## src/rtl/knn_pkg.sv

```systemverilog
package knn_pkg;

    localparam int COORD_W    = 16;
    localparam int VAL_W      = 16;
    localparam int NUM_VAL    = 3;
    localparam int SQ_W       = 32;
    localparam int DIST_W     = 33;
    localparam int FOUND_W    = 4;
    localparam int NC_W       = 4;
    localparam int DL_W       = 16;
    localparam int PC_W       = 9;
    localparam int PIDX_W     = 8;
    localparam int CFG_IDX_W  = 2;
    localparam int CFG_DATA_W = 16;

    localparam logic [CFG_IDX_W-1:0] CFG_NEIGHBOR_COUNT = 2'd0;
    localparam logic [CFG_IDX_W-1:0] CFG_DISTANCE_LIMIT = 2'd1;
    localparam logic [CFG_IDX_W-1:0] CFG_POINT_COUNT    = 2'd2;

    typedef logic signed [VAL_W-1:0] val_t;

    typedef struct packed {
        logic load;
        logic step;
    } div_ctl_t;

endpackage

```

## src/rtl/knn_div.sv

```systemverilog
module knn_div #(
    parameter int SUM_W = 20,
    parameter int K_W   = 4
) (
    input  logic                     aclk,
    input  knn_pkg::div_ctl_t        ctl,
    input  logic signed [SUM_W-1:0]  dividend,
    input  logic [K_W-1:0]           divisor,
    output knn_pkg::val_t            quotient
);

    import knn_pkg::*;

    logic             neg_reg, neg_next;
    logic [SUM_W-1:0] q_reg, q_next;
    logic [K_W-1:0]   rem_reg, rem_next;
    logic [K_W-1:0]   div_reg, div_next;
    logic [K_W:0]     rem_sh;
    logic [K_W:0]     rem_sub;
    logic             ge;
    logic [SUM_W-1:0] q_signed;

    // restoring divide on the magnitude, one quotient bit per step
    assign rem_sh  = {rem_reg, q_reg[SUM_W-1]};
    assign ge      = rem_sh >= {1'b0, div_reg};
    assign rem_sub = rem_sh - {1'b0, div_reg};

    always_comb begin
        neg_next = neg_reg;
        q_next   = q_reg;
        rem_next = rem_reg;
        div_next = div_reg;
        if (ctl.load) begin
            neg_next = dividend[SUM_W-1];
            q_next   = dividend[SUM_W-1] ? (SUM_W'(0) - dividend) : dividend;
            rem_next = '0;
            div_next = divisor;
        end else if (ctl.step) begin
            q_next   = {q_reg[SUM_W-2:0], ge};
            rem_next = ge ? rem_sub[K_W-1:0] : rem_sh[K_W-1:0];
        end
    end

    always_ff @(posedge aclk) begin
        neg_reg <= neg_next;
        q_reg   <= q_next;
        rem_reg <= rem_next;
        div_reg <= div_next;
    end

    assign q_signed = neg_reg ? (SUM_W'(0) - q_reg) : q_reg;
    assign quotient = val_t'(q_signed[VAL_W-1:0]);

endmodule
```

## config.mk

```make
export PLATFORM = sky130hd
export DESIGN_NAME = knn_div
export DESIGN_NICKNAME = d
export VERILOG_FILES = /design/src/rtl/knn_pkg.sv /design/src/rtl/knn_div.sv
export SDC_FILE = /design/constraint.sdc
export NUM_CORES = 1
export LEC_CHECK = 0
export BUFFER_PORTS_ARGS = -buffer_cell sky130_fd_sc_hd__buf_4
export CORE_UTILIZATION = 35
export DETAILED_ROUTE_END_ITERATION = 6
export GPL_ROUTABILITY_DRIVEN = 0
export GPL_TIMING_DRIVEN = 0
export SKIP_CTS_REPAIR_TIMING = 1
export SLEW_MARGIN = 20
export SYNTH_ARGS = -nofsm -noshare
export SYNTH_HDL_FRONTEND = slang
export SYNTH_SLANG_ARGS = --single-unit
```

## constraint.sdc

```tcl
create_clock -name aclk -period 5.12 [get_ports aclk]
set_clock_uncertainty 0.2 [all_clocks]
set_input_delay 1.28 -clock aclk [delete_from_list [all_inputs] [get_ports aclk]]
set_output_delay 1.28 -clock aclk [all_outputs]
set_load 0.02 [all_outputs]
```

; ---- After elaboration in Yosys (flattened, before gate mapping)
; Index checks and enable logic that the tools add are counted.
[classes]
muxes = 5
add_sub_neg = 3
reduce_logical = 1
order_cmp = 1
[ops]
columns = operator, n
row1 = 2-to-1 mux 20 bit, 3
row2 = "subtractor 1 x 20 -> 20 bit, first input constant", 1
row3 = 2-to-1 mux 16 bit, 1
row4 = "subtractor 1 x 16 -> 16 bit, first input constant", 1
row5 = >= comparator 5 x 4 -> 1 bit, 1
row6 = 2-to-1 mux 4 bit, 1
row7 = subtractor 4 bit, 1
row8 = nonzero test 2 bit, 1
[totals]
out_inout_bits = 16
register_bits = 29
word_cells = 14
input_bits = 27

; ---- Depth between registers and ports, before layout
[logic_depth]
word_depth = 3
mapped_depth = 7

; ---- Least setup slack after synthesis
; OpenSTA, ideal clock, no wires.
[synth_timing]
kind = register to output
startpoint = reg q_reg[2]
endpoint = out quotient[15]
setup_slack_ns = 1.749
stages_incl_launch_ff = 5
arrival_time_ns = 1.891
required_ns = 3.640
n_path_buf = 0
cell_sequence = edfxtp_1 or3_1 or3b_2 o41ai_1 xnor2_1
[synth_between]
elab_chain_len = 2
[synth_rtl]
columns = element, line
row1 = start: declaration, knn_div.sv:15  ; logic [SUM_W-1:0] q_reg, q_next;
row2 = start signal: assignment, knn_div.sv:46  ; q_reg <= q_next;
row3 = subtractor 1 x 16 -> 16 bit, knn_div.sv:51  ; assign q_signed = neg_reg ? (SUM_W'(0) - q_reg) : q_reg;
row4 = 2-to-1 mux 16 bit, knn_div.sv:51
row5 = end: declaration, knn_div.sv:9  ; output knn_pkg::val_t quotient
; No other way between the ends.

; ---- Worst setup path in the final report
; Same ends and word-level chain as after synthesis.

==> metrics.txt <==
Flop pwr share=42.9%; Post-synth EDFFs=25; final setup violating endpoints=0; post-layout util=45.6%; Worst IR Drop VDD=0.105 mV; # diodes=0; status=completed; Post-synth top flop=edfxtp_1; Worst-Margin Slew=523 ps; Max Slew Vio Count=0; syn avg cell area=9.33 sq um; FP Rows=27; Worst path depth=5; antenna violations before repair=0; async set-reset flop share out of synthesis=0%; CTS buffer count=5; clock root buffer=clkbuf_8; sw power=0.243 mW; P_int=0.502 mW; global-route wire length before repair=7980 um; clock buffer depth=2; Worst Setup End Kind=output port; Gate power share=33.1%; Sw Share=32.6%; share of layout cells above drive strength 1=22.1%; slew margin rel.=65.1%; Chip Width=78.9 um; Fin. Hold Viols=0; CP Cell Sequence=or3_1 > or3b_2 > o41ai_1 > xnor2_1 > buf_4; Syn-to-layout area delta=23.5%; Synth Warn #=0; core area=5610 sq um; Unique masters post-synth=38; Iteration-0 DRC Markers=92; DRC Markers=0; Startpoint Class=flip-flop; Vias/cell=5.33; full die area=6230 sq um; RSZ-0062 raised after global routing=false; Cell Area, Synth=2070 sq um; Skew-Pair Late Insertion Delay=270 ps; pwr dens=291 nW/um^2; Fill cells=582; # IOs=43; vias in the first global route=1660; Setup CP Type=reg2out; max FFs per register=20; WL/cell=13.8 um; max incr delay on CP=550 ps; R2R depth=5; die height=78.9 um; leakage power total=0.984 nW; fmax=0.260 GHz; layout net count=305; drt first pass iters=4; Hold Path Class=reg2reg; htree depth=2; buffers and inverters on the worst path=1; slowest stage cell, crit path=or3b_2; final period utilization=75.0%; hold path depth=1; largest net degree at the start of global routing=22; Initial Util=36.9%; Yosys reg bits=29; GR Util All Layers=16.6%; critical path peak fanout=5; sequential cell area fraction in the yosys report=40.1%; ANT nets after route=0; Buffers on Ports=42; Setup TNS=0 ps; clock transition at the registers of the reported paths=60 ps; gr ovfl total=0; clock power share=24.0%; hpwl dp=3590 um; worst endpoint data arrival time=2360 ps; CTS tree=done; max-cap violations=0; Final min period=3840 ps; Clock Sink Count=29; Data required, critical path=3640 ps; Top Family by Delay on Critical Path=simple AND/OR/NAND/NOR gates; Vias=1834; Mapped Cells=222; final wirelength=4740 um; syn_nets=256
==> logic make-up after synthesis <==
| family | after synthesis | synth area share (%) |
|---|---|---|
| AO/OA/AOI/OAI | 54 | 17.0 |
| buffers and inverters | 27 | 5.14 |
| multiplexers | 3 | 1.51 |
| adder cells (fa/ha/maj) | 7 | 4.59 |
| AND/OR/NAND/NOR | 73 | 19.4 |
| XOR/XNOR | 29 | 12.3 |
| flip-flops | 29 | 40.1 |
==> power by group through the flow <==
stage / Sequential (mW) / Clock [mW] / Combinational, mW
3_5_place_dp: 0.324 / 0 / 0.247
4_1_cts: 0.320 / 0.185 / 0.248
2_1_floorplan: 0.316 / 0 / 0.160
6_report: 0.320 / 0.179 / 0.246
5_1_grt: 0.324 / 0.195 / 0.275
3_3_place_gp: 0.325 / 0 / 0.244
==> area by class of cell <==
cell class                 count  area, sq um  area share (%)
inverter                      13         48.8            1.91
tap                           72         90.1            3.52
multi-input combinational    166         1130            44.3
sequential                    29          831            32.5
clock buffer                   7         76.3            2.98
timing repair buffer          42          315            12.3
clock inverter                 1         5.00           0.196
buffer                        14         57.6            2.25
==> cell usage in the layout (no fill, tap or decap), types with 2 or more instances in the layout <==
cell type  Yosys  final
o41ai_1        6      6
nand3_1        3      3
nor2b_1        2      2
edfxtp_1      25     25
or4_1          8      8
nor3_1         5      5
a311oi_1       2      2
or3b_2         2      2
nand3b_1       2      2
mux2i_1        2      2
or2_2          6      6
o311ai_0       3      3
xor2_1        14     14
dfxtp_1        4      4
or3_1          4      4
ha_1           6      6
nor4b_1        2      2
clkbuf_8       0      5
a21oi_1       18     18
buf_4          1     43
nor2_1        20     20
nand2_1       11     11
nand2b_1       3      3
xnor2_1       15     15
o31ai_1       10     10
a31oi_1        4      4
inv_1         13     13
clkbuf_1      12     14
o21ai_0        9      9
==> Yosys cell counts, drive strengths merged (5+ instances only) <==
cell type	count	area share, %
edfxtp	25	36
nor2	20	3.6
a21oi	18	4.4
xnor2	15	6.3
xor2	14	5.9
inv	13	2.4
clkbuf	12	2.2
nand2	11	2.0
o31ai	10	3.6
o21ai	9	2.2
or4	9	3.4
ha	6	3.6
o41ai	6	2.5
or2	6	1.8
nor3	5	1.2
==> stage by stage <==
step	power [mW]	std cells	area, sq um	hold WS (ps)	setup WS (ps)
3_5_place_dp	0.572	336	2480	335	1570
5_1_grt	0.794	344	2560	365	1170
6_report	0.745	344	2560	346	1280
4_1_cts	0.753	344	2560	350	1260
3_3_place_gp	0.569	336	2480	333	1570
2_1_floorplan	0.476	222	2070	309	1750
==> metal layers <==
layer | global-route usage (%) | vias up | wire length (um)
met3 | 3.33 | 4 | 248
met1 | 23.5 | 862 | 2350
met4 | 4.55 | 0 | 37
li1 | - | 920 | -
met5 | 0 | - | 0
met2 | 25.7 | 48 | 2100
==> final timing paths <==
check / startpoint / end / slack (ps)
worst min-delay path: q_reg[18] / q_reg[19] / 350
worst max register to register: rem_reg[1] / rem_reg[1] / 2950
worst max-delay path: q_reg[2] / quotient[15] / 1280
worst min register to register: q_reg[18] / q_reg[19] / 350
Power figures use the tool's default switching activity.
