--- src/rtl/knn_cell.sv ---
module knn_cell #(
    parameter int KEY_W  = 41,
    parameter int DATA_W = 48
) (
    input  logic              aclk,
    input  logic              aresetn,
    input  logic              clr,
    input  logic              in_vld,
    input  logic [KEY_W-1:0]  in_key,
    input  logic [DATA_W-1:0] in_data,
    output logic              fwd_vld,
    output logic [KEY_W-1:0]  fwd_key,
    output logic [DATA_W-1:0] fwd_data,
    output logic              hold_vld,
    output logic [DATA_W-1:0] hold_data
);

    logic              hold_vld_reg, hold_vld_next;
    logic [KEY_W-1:0]  hold_key_reg, hold_key_next;
    logic [DATA_W-1:0] hold_data_reg, hold_data_next;
    logic              fwd_vld_reg, fwd_vld_next;
    logic [KEY_W-1:0]  fwd_key_reg, fwd_key_next;
    logic [DATA_W-1:0] fwd_data_reg, fwd_data_next;
    logic              take;

    // key is {distance, slot}, so equal distances order by slot
    assign take = in_vld && (!hold_vld_reg || (in_key < hold_key_reg));

    always_comb begin
        hold_vld_next  = hold_vld_reg;
        hold_key_next  = hold_key_reg;
        hold_data_next = hold_data_reg;
        fwd_vld_next   = 1'b0;
        fwd_key_next   = in_key;
        fwd_data_next  = in_data;
        if (take) begin
            hold_vld_next  = 1'b1;
            hold_key_next  = in_key;
            hold_data_next = in_data;
            fwd_vld_next   = hold_vld_reg;
            fwd_key_next   = hold_key_reg;
            fwd_data_next  = hold_data_reg;
        end else if (in_vld) begin
            fwd_vld_next = 1'b1;
        end
        if (clr) begin
            hold_vld_next = 1'b0;
            fwd_vld_next  = 1'b0;
        end
    end

    always_ff @(posedge aclk) begin
        if (!aresetn) begin
            hold_vld_reg <= 1'b0;
            fwd_vld_reg  <= 1'b0;
        end else begin
            hold_vld_reg <= hold_vld_next;
            fwd_vld_reg  <= fwd_vld_next;
        end
        hold_key_reg  <= hold_key_next;
        hold_data_reg <= hold_data_next;
        fwd_key_reg   <= fwd_key_next;
        fwd_data_reg  <= fwd_data_next;
    end

    assign fwd_vld   = fwd_vld_reg;
    assign fwd_key   = fwd_key_reg;
    assign fwd_data  = fwd_data_reg;
    assign hold_vld  = hold_vld_reg;
    assign hold_data = hold_data_reg;

endmodule

--- config.mk ---
export PLATFORM = sky130hd
export DESIGN_NAME = knn_cell
export DESIGN_NICKNAME = d
export VERILOG_FILES = /design/src/rtl/knn_cell.sv
export SDC_FILE = /design/constraint.sdc
export NUM_CORES = 1
export LEC_CHECK = 0
export ABC_CLOCK_PERIOD_IN_PS = 5400
export BUFFER_PORTS_ARGS = -buffer_cell sky130_fd_sc_hd__buf_2
export CAP_MARGIN = 15
export CELL_PAD_IN_SITES_DETAIL_PLACEMENT = 1
export CELL_PAD_IN_SITES_GLOBAL_PLACEMENT = 1
export CORE_ASPECT_RATIO = 1.4
export CORE_MARGIN = 5
export CORE_UTILIZATION = 30
export DETAILED_ROUTE_END_ITERATION = 12
export GPL_ROUTABILITY_DRIVEN = 1
export HOLD_SLACK_MARGIN = 0.03
export PLACE_DENSITY_LB_ADDON = 0.1
export SLEW_MARGIN = 20
export SYNTH_ARGS = -nofsm -noshare
export SYNTH_HDL_FRONTEND = slang
export SYNTH_SLANG_ARGS = --single-unit
--- constraint.sdc ---
create_clock -name aclk -period 5.4 [get_ports aclk]
set_input_delay 0.54 -clock aclk [delete_from_list [all_inputs] [get_ports aclk]]
set_output_delay 0.54 -clock aclk [all_outputs]
set_load 0.01 [all_outputs]
# Yosys cells after proc, flatten, opt, wreduce, memory -nomap -nowiden
# Index checks and enable logic that the tools add are counted.
# totals
reg_bits	180
inputBits	93
out_inout_bits	139
wordCells	16
# classes
order_cmp	1
muxes	4
bitwise	1
reduce_logical	4
# op_table
cell	count
2-to-1 mux 48 bit	1
less-than comparator 41 bit	1
2-to-1 mux 41 bit	1
2-to-1 mux 1 bit	2
OR reduction 2 bit	1
logical AND 1 bit	1
zero test 1 bit	1
logical OR 1 bit	1
inverter 1 bit	1

# Depth between registers and ports, before layout
# depth
ltp_word	4
ltp_mapped	11
depth_no_buf	8

# Least setup slack after synthesis
# Ideal clock, no wire load.
# synth_path
path_type	input to register
from	input in_key[36]
to	register hold_data_reg[0] (netlist: hold_data[0]), enable pin
arrival_ps	4591
setup_slack_ps	331
path_stages	9
n_path_buf	3
cell_sequence	ha_1 a21oi_1 o21ai_1 o31a_1 buf_6 or3_4 buf_12 buf_12 a21boi_2
# synth_between
elab_chain_cells	3
# synth_rtl
element	line	source
from (decl)	9	input logic [KEY_W-1:0] in_key,
less-than comparator 41 bit	27	assign take = in_vld && (!hold_vld_reg || (in_key < hold_key_reg));
logical OR 1 bit	27	
logical AND 1 bit	27	
named net take	24	logic take;
to (signal assigned)	61	hold_data_reg <= hold_data_next;
to (decl)	20	logic [DATA_W-1:0] hold_data_reg, hold_data_next;
# The timed path passes the listed nets, and every way through them passes these cells.
# A chain may end at the register's enable or synchronous reset.

# Worst setup path after layout
# layout_path
from	register hold_key_reg[40]
to	register fwd_key_reg[2] (netlist: fwd_key[2])
# layout_between
elab_chain_cells	4
# layout_rtl
element	line	source
from (decl)	19	logic [KEY_W-1:0] hold_key_reg, hold_key_next;
from (signal assigned)	60	hold_key_reg <= hold_key_next;
less-than comparator 41 bit	27	
logical OR 1 bit	27	
logical AND 1 bit	27	
2-to-1 mux 41 bit	36	if (take) begin
named net fwd_key_next[2]	22	logic [KEY_W-1:0] fwd_key_reg, fwd_key_next;
to (signal assigned)	62	fwd_key_reg <= fwd_key_next;
to (decl)	22	
# The timed path passes the listed nets, and every way through them passes these cells.

==> qor.yml <==
tns_ps: 0
synthMuxAreaShare_pct: 4.26
syn_nets: 986
status: "completed"
synth_top_family_by_area: "compound AO/OA/AOI/OAI gates"
fin_skew_ps: 8.43
critPathCaptureType: "register"
finalSetupViolCount: 0
synth-xor-area-share_pct: 0
fin_hold_ws_ps: 281
maxCapViolations: 0
leakage_nw: 4.73
drv_slew: 0
grt.total_usage_pct: 16.6
slowest_stage: "buf_4"
fill_cells: 3497
ys_ff_latch: 180
path_class: "reg -> reg"
wl_per_cell_um: 20.2
cts_hold_buf: 0
netlist_area_mm2: 0.00941
rsz0062_at_grt: "false"
cts_root_buffer: "clkbuf_16"
ios: 232
clock_latency_ps: 440
vdd_drop_max_mv: 0.196
maxSlewHeadroom_pct: 29.6
detail_route.first_pass.iterations: 4
cpMostUsedCell: "nand4_1"
drc: 0
cts-htree-levels: 4
syn_inst: 853
yosys.area_share.simple_pct: 10.5
num_vias: 7438
cts.path.max_buffers: 2
hp-class: "in -> reg"
worstMarginPinSlew_ps: 1060
chipHeight_um: 220
vias_per_cell: 5.17
nets: 1167
ys_types: 37
post-route-period-util_pct: 66.9
cts_tree: "done"
crit_chain: "inv_1 -> ha_1 -> nand4_1 -> nor4_4 -> nand4_1 -> o22ai_4 -> or3_4 -> buf_4 -> o211ai_2"
worstPathArrival_ps: 3910
period_minus_slack_ps: 3610
drive_above_1_share_pct: 35.2
crit_family: "simple AND/OR/NAND/NOR gates"
antenna_found_initial: 2
synth.avg_cell_area_um2: 11.0
die-area_mm2: 0.0350
hold_violations: 0
yosysSeqAreaShare_pct: 47.8
finalPower_mw: 3.65
cts_buffers: 17
achievable-frequency_ghz: 0.277
synth_warnings: 0
synth_fa_ha_area_share_pct: 5.32
grt_max_degree: 100
placed_cells: 1405
power_density_mw_per_mm2: 323
drt_wl_total_mm: 29.0
grt_pass1_wl_mm: 45.6
cts_setup_buffers: 0
die_w_um: 160
grt-ovfl-total: 0
post_cts_resized: 0
cts.clk_slew.worst_paths_ps: 70
final_cells: 1438
postRouteAntennaNets: 0
gp_congestion: 0.720
crit_fanout: 52
core_area_mm2: 0.0309
area_growth_pct: 20.3
dp_hpwl_mm: 17.7
start_util_pct: 30.4
drt-initial-drc-count: 301
cp-start-kind: "register"
grt_pass1_vias: 7926
rows: 76
clock_sinks: 180
critPathRequiredTime_ps: 5700
cpPeakStageDelay_ps: 870
path_buf_inv: 2
io_buffers: 231
synth-compound-area-share_pct: 25.3
-- power by group --
part | internal, mW | total (mW) | switching, mW
clock | 0.834 | 1.40 | 0.562
combinational | 0.239 | 0.632 | 0.393
sequential | 1.56 | 1.62 | 0.0596
-- cell usage in the layout (no fill, tap or decap), types with 2 or more instances in the layout --
| cell type | instances |
|---|---|
| bufinv_16 | 5 |
| a21oi_1 | 68 |
| o21a_1 | 2 |
| clkbuf_16 | 17 |
| o21ai_0 | 4 |
| buf_2 | 230 |
| clkinv_2 | 2 |
| inv_1 | 41 |
| nand2_1 | 98 |
| o211ai_2 | 89 |
| o311ai_0 | 89 |
| o21ai_1 | 5 |
| nand3_1 | 4 |
| nor3b_1 | 2 |
| mux2i_1 | 40 |
| nor2_1 | 43 |
| nand4_1 | 4 |
| clkinv_4 | 2 |
| nor2b_1 | 50 |
| edfxtp_1 | 89 |
| clkinvlp_4 | 2 |
| buf_4 | 9 |
| dfxtp_1 | 90 |
| and4_1 | 2 |
| ha_1 | 40 |
-- final cells by class --
type,instances,area (um^2),area share (%)
multi-input cells,554,4290,37.9
clock inverters,13,205,1.81
repair buffers,240,1230,10.9
flip-flops and latches,180,4500,39.8
clock buffers,19,443,3.92
inverters,41,154,1.36
well taps,390,488,4.31
diodes,1,2.50,0.0221
-- worst paths after layout --
path                              start                    end  slack, ps  cells past startpoint
max          hold_key_reg[40]$_DFFE_PP_     fwd_key[2]$_DFF_P_       1790                      9
min                                 clr  hold_vld$_SDFFE_PP0P_        280                      2
max reg2reg  hold_key_reg[40]$_DFFE_PP_     fwd_key[2]$_DFF_P_       1790                      9
min reg2reg     hold_data[29]$_DFFE_PP_   fwd_data[29]$_DFF_P_        530                      2
-- routing by layer --
metal,vias to the layer above,wire length (um),global-route usage (%)
met2,171,14100,28.0
li1,3577,-,-
met5,-,7,0
met3,24,1370,4.17
met4,2,358,4.31
met1,3664,13200,21.2
-- through the flow --
stage	area (um^2)	utilization, %	setup slack, ps
final	11300	36.6	1790
after global placement	10700	34.5	1440
after floorplan	9410	-	331
after global routing	11300	36.6	1480
after detailed placement	10700	34.5	1390
after CTS	11300	36.6	1640
-- Yosys cell counts, drive strengths merged --
cell type,count,area (um^2)
a21o,1,7.51
or3,1,11.3
nor2,43,161
edfxtp,89,2670
o211ai,89,1110
inv,41,154
nand3,4,20.0
a21boi,1,11.3
o211a,1,10.0
and4,2,17.5
a21oi,68,340
clkbuf,48,181
nor2b,51,319
dfxtp,91,1820
mux2i,40,400
o2111a,1,11.3
o22ai,1,20.0
and4b,1,10.0
a221oi,1,15.0
o31a,1,8.76
o21a,2,15.0
nor3b,2,15.0
buf,30,307
nor3,1,5.00
o311ai,89,780
nand4,5,37.5
nand2,99,374
nor4,1,21.3
o21ai,9,45.0
ha,40,500
-- logic make-up after synthesis --
group           count (synthesis)
mux                            40
flops                         180
compound gates                264
simple gates                  210
fa+ha+maj                      40
buf+inv                       119
(Power assumes the default switching activity.)
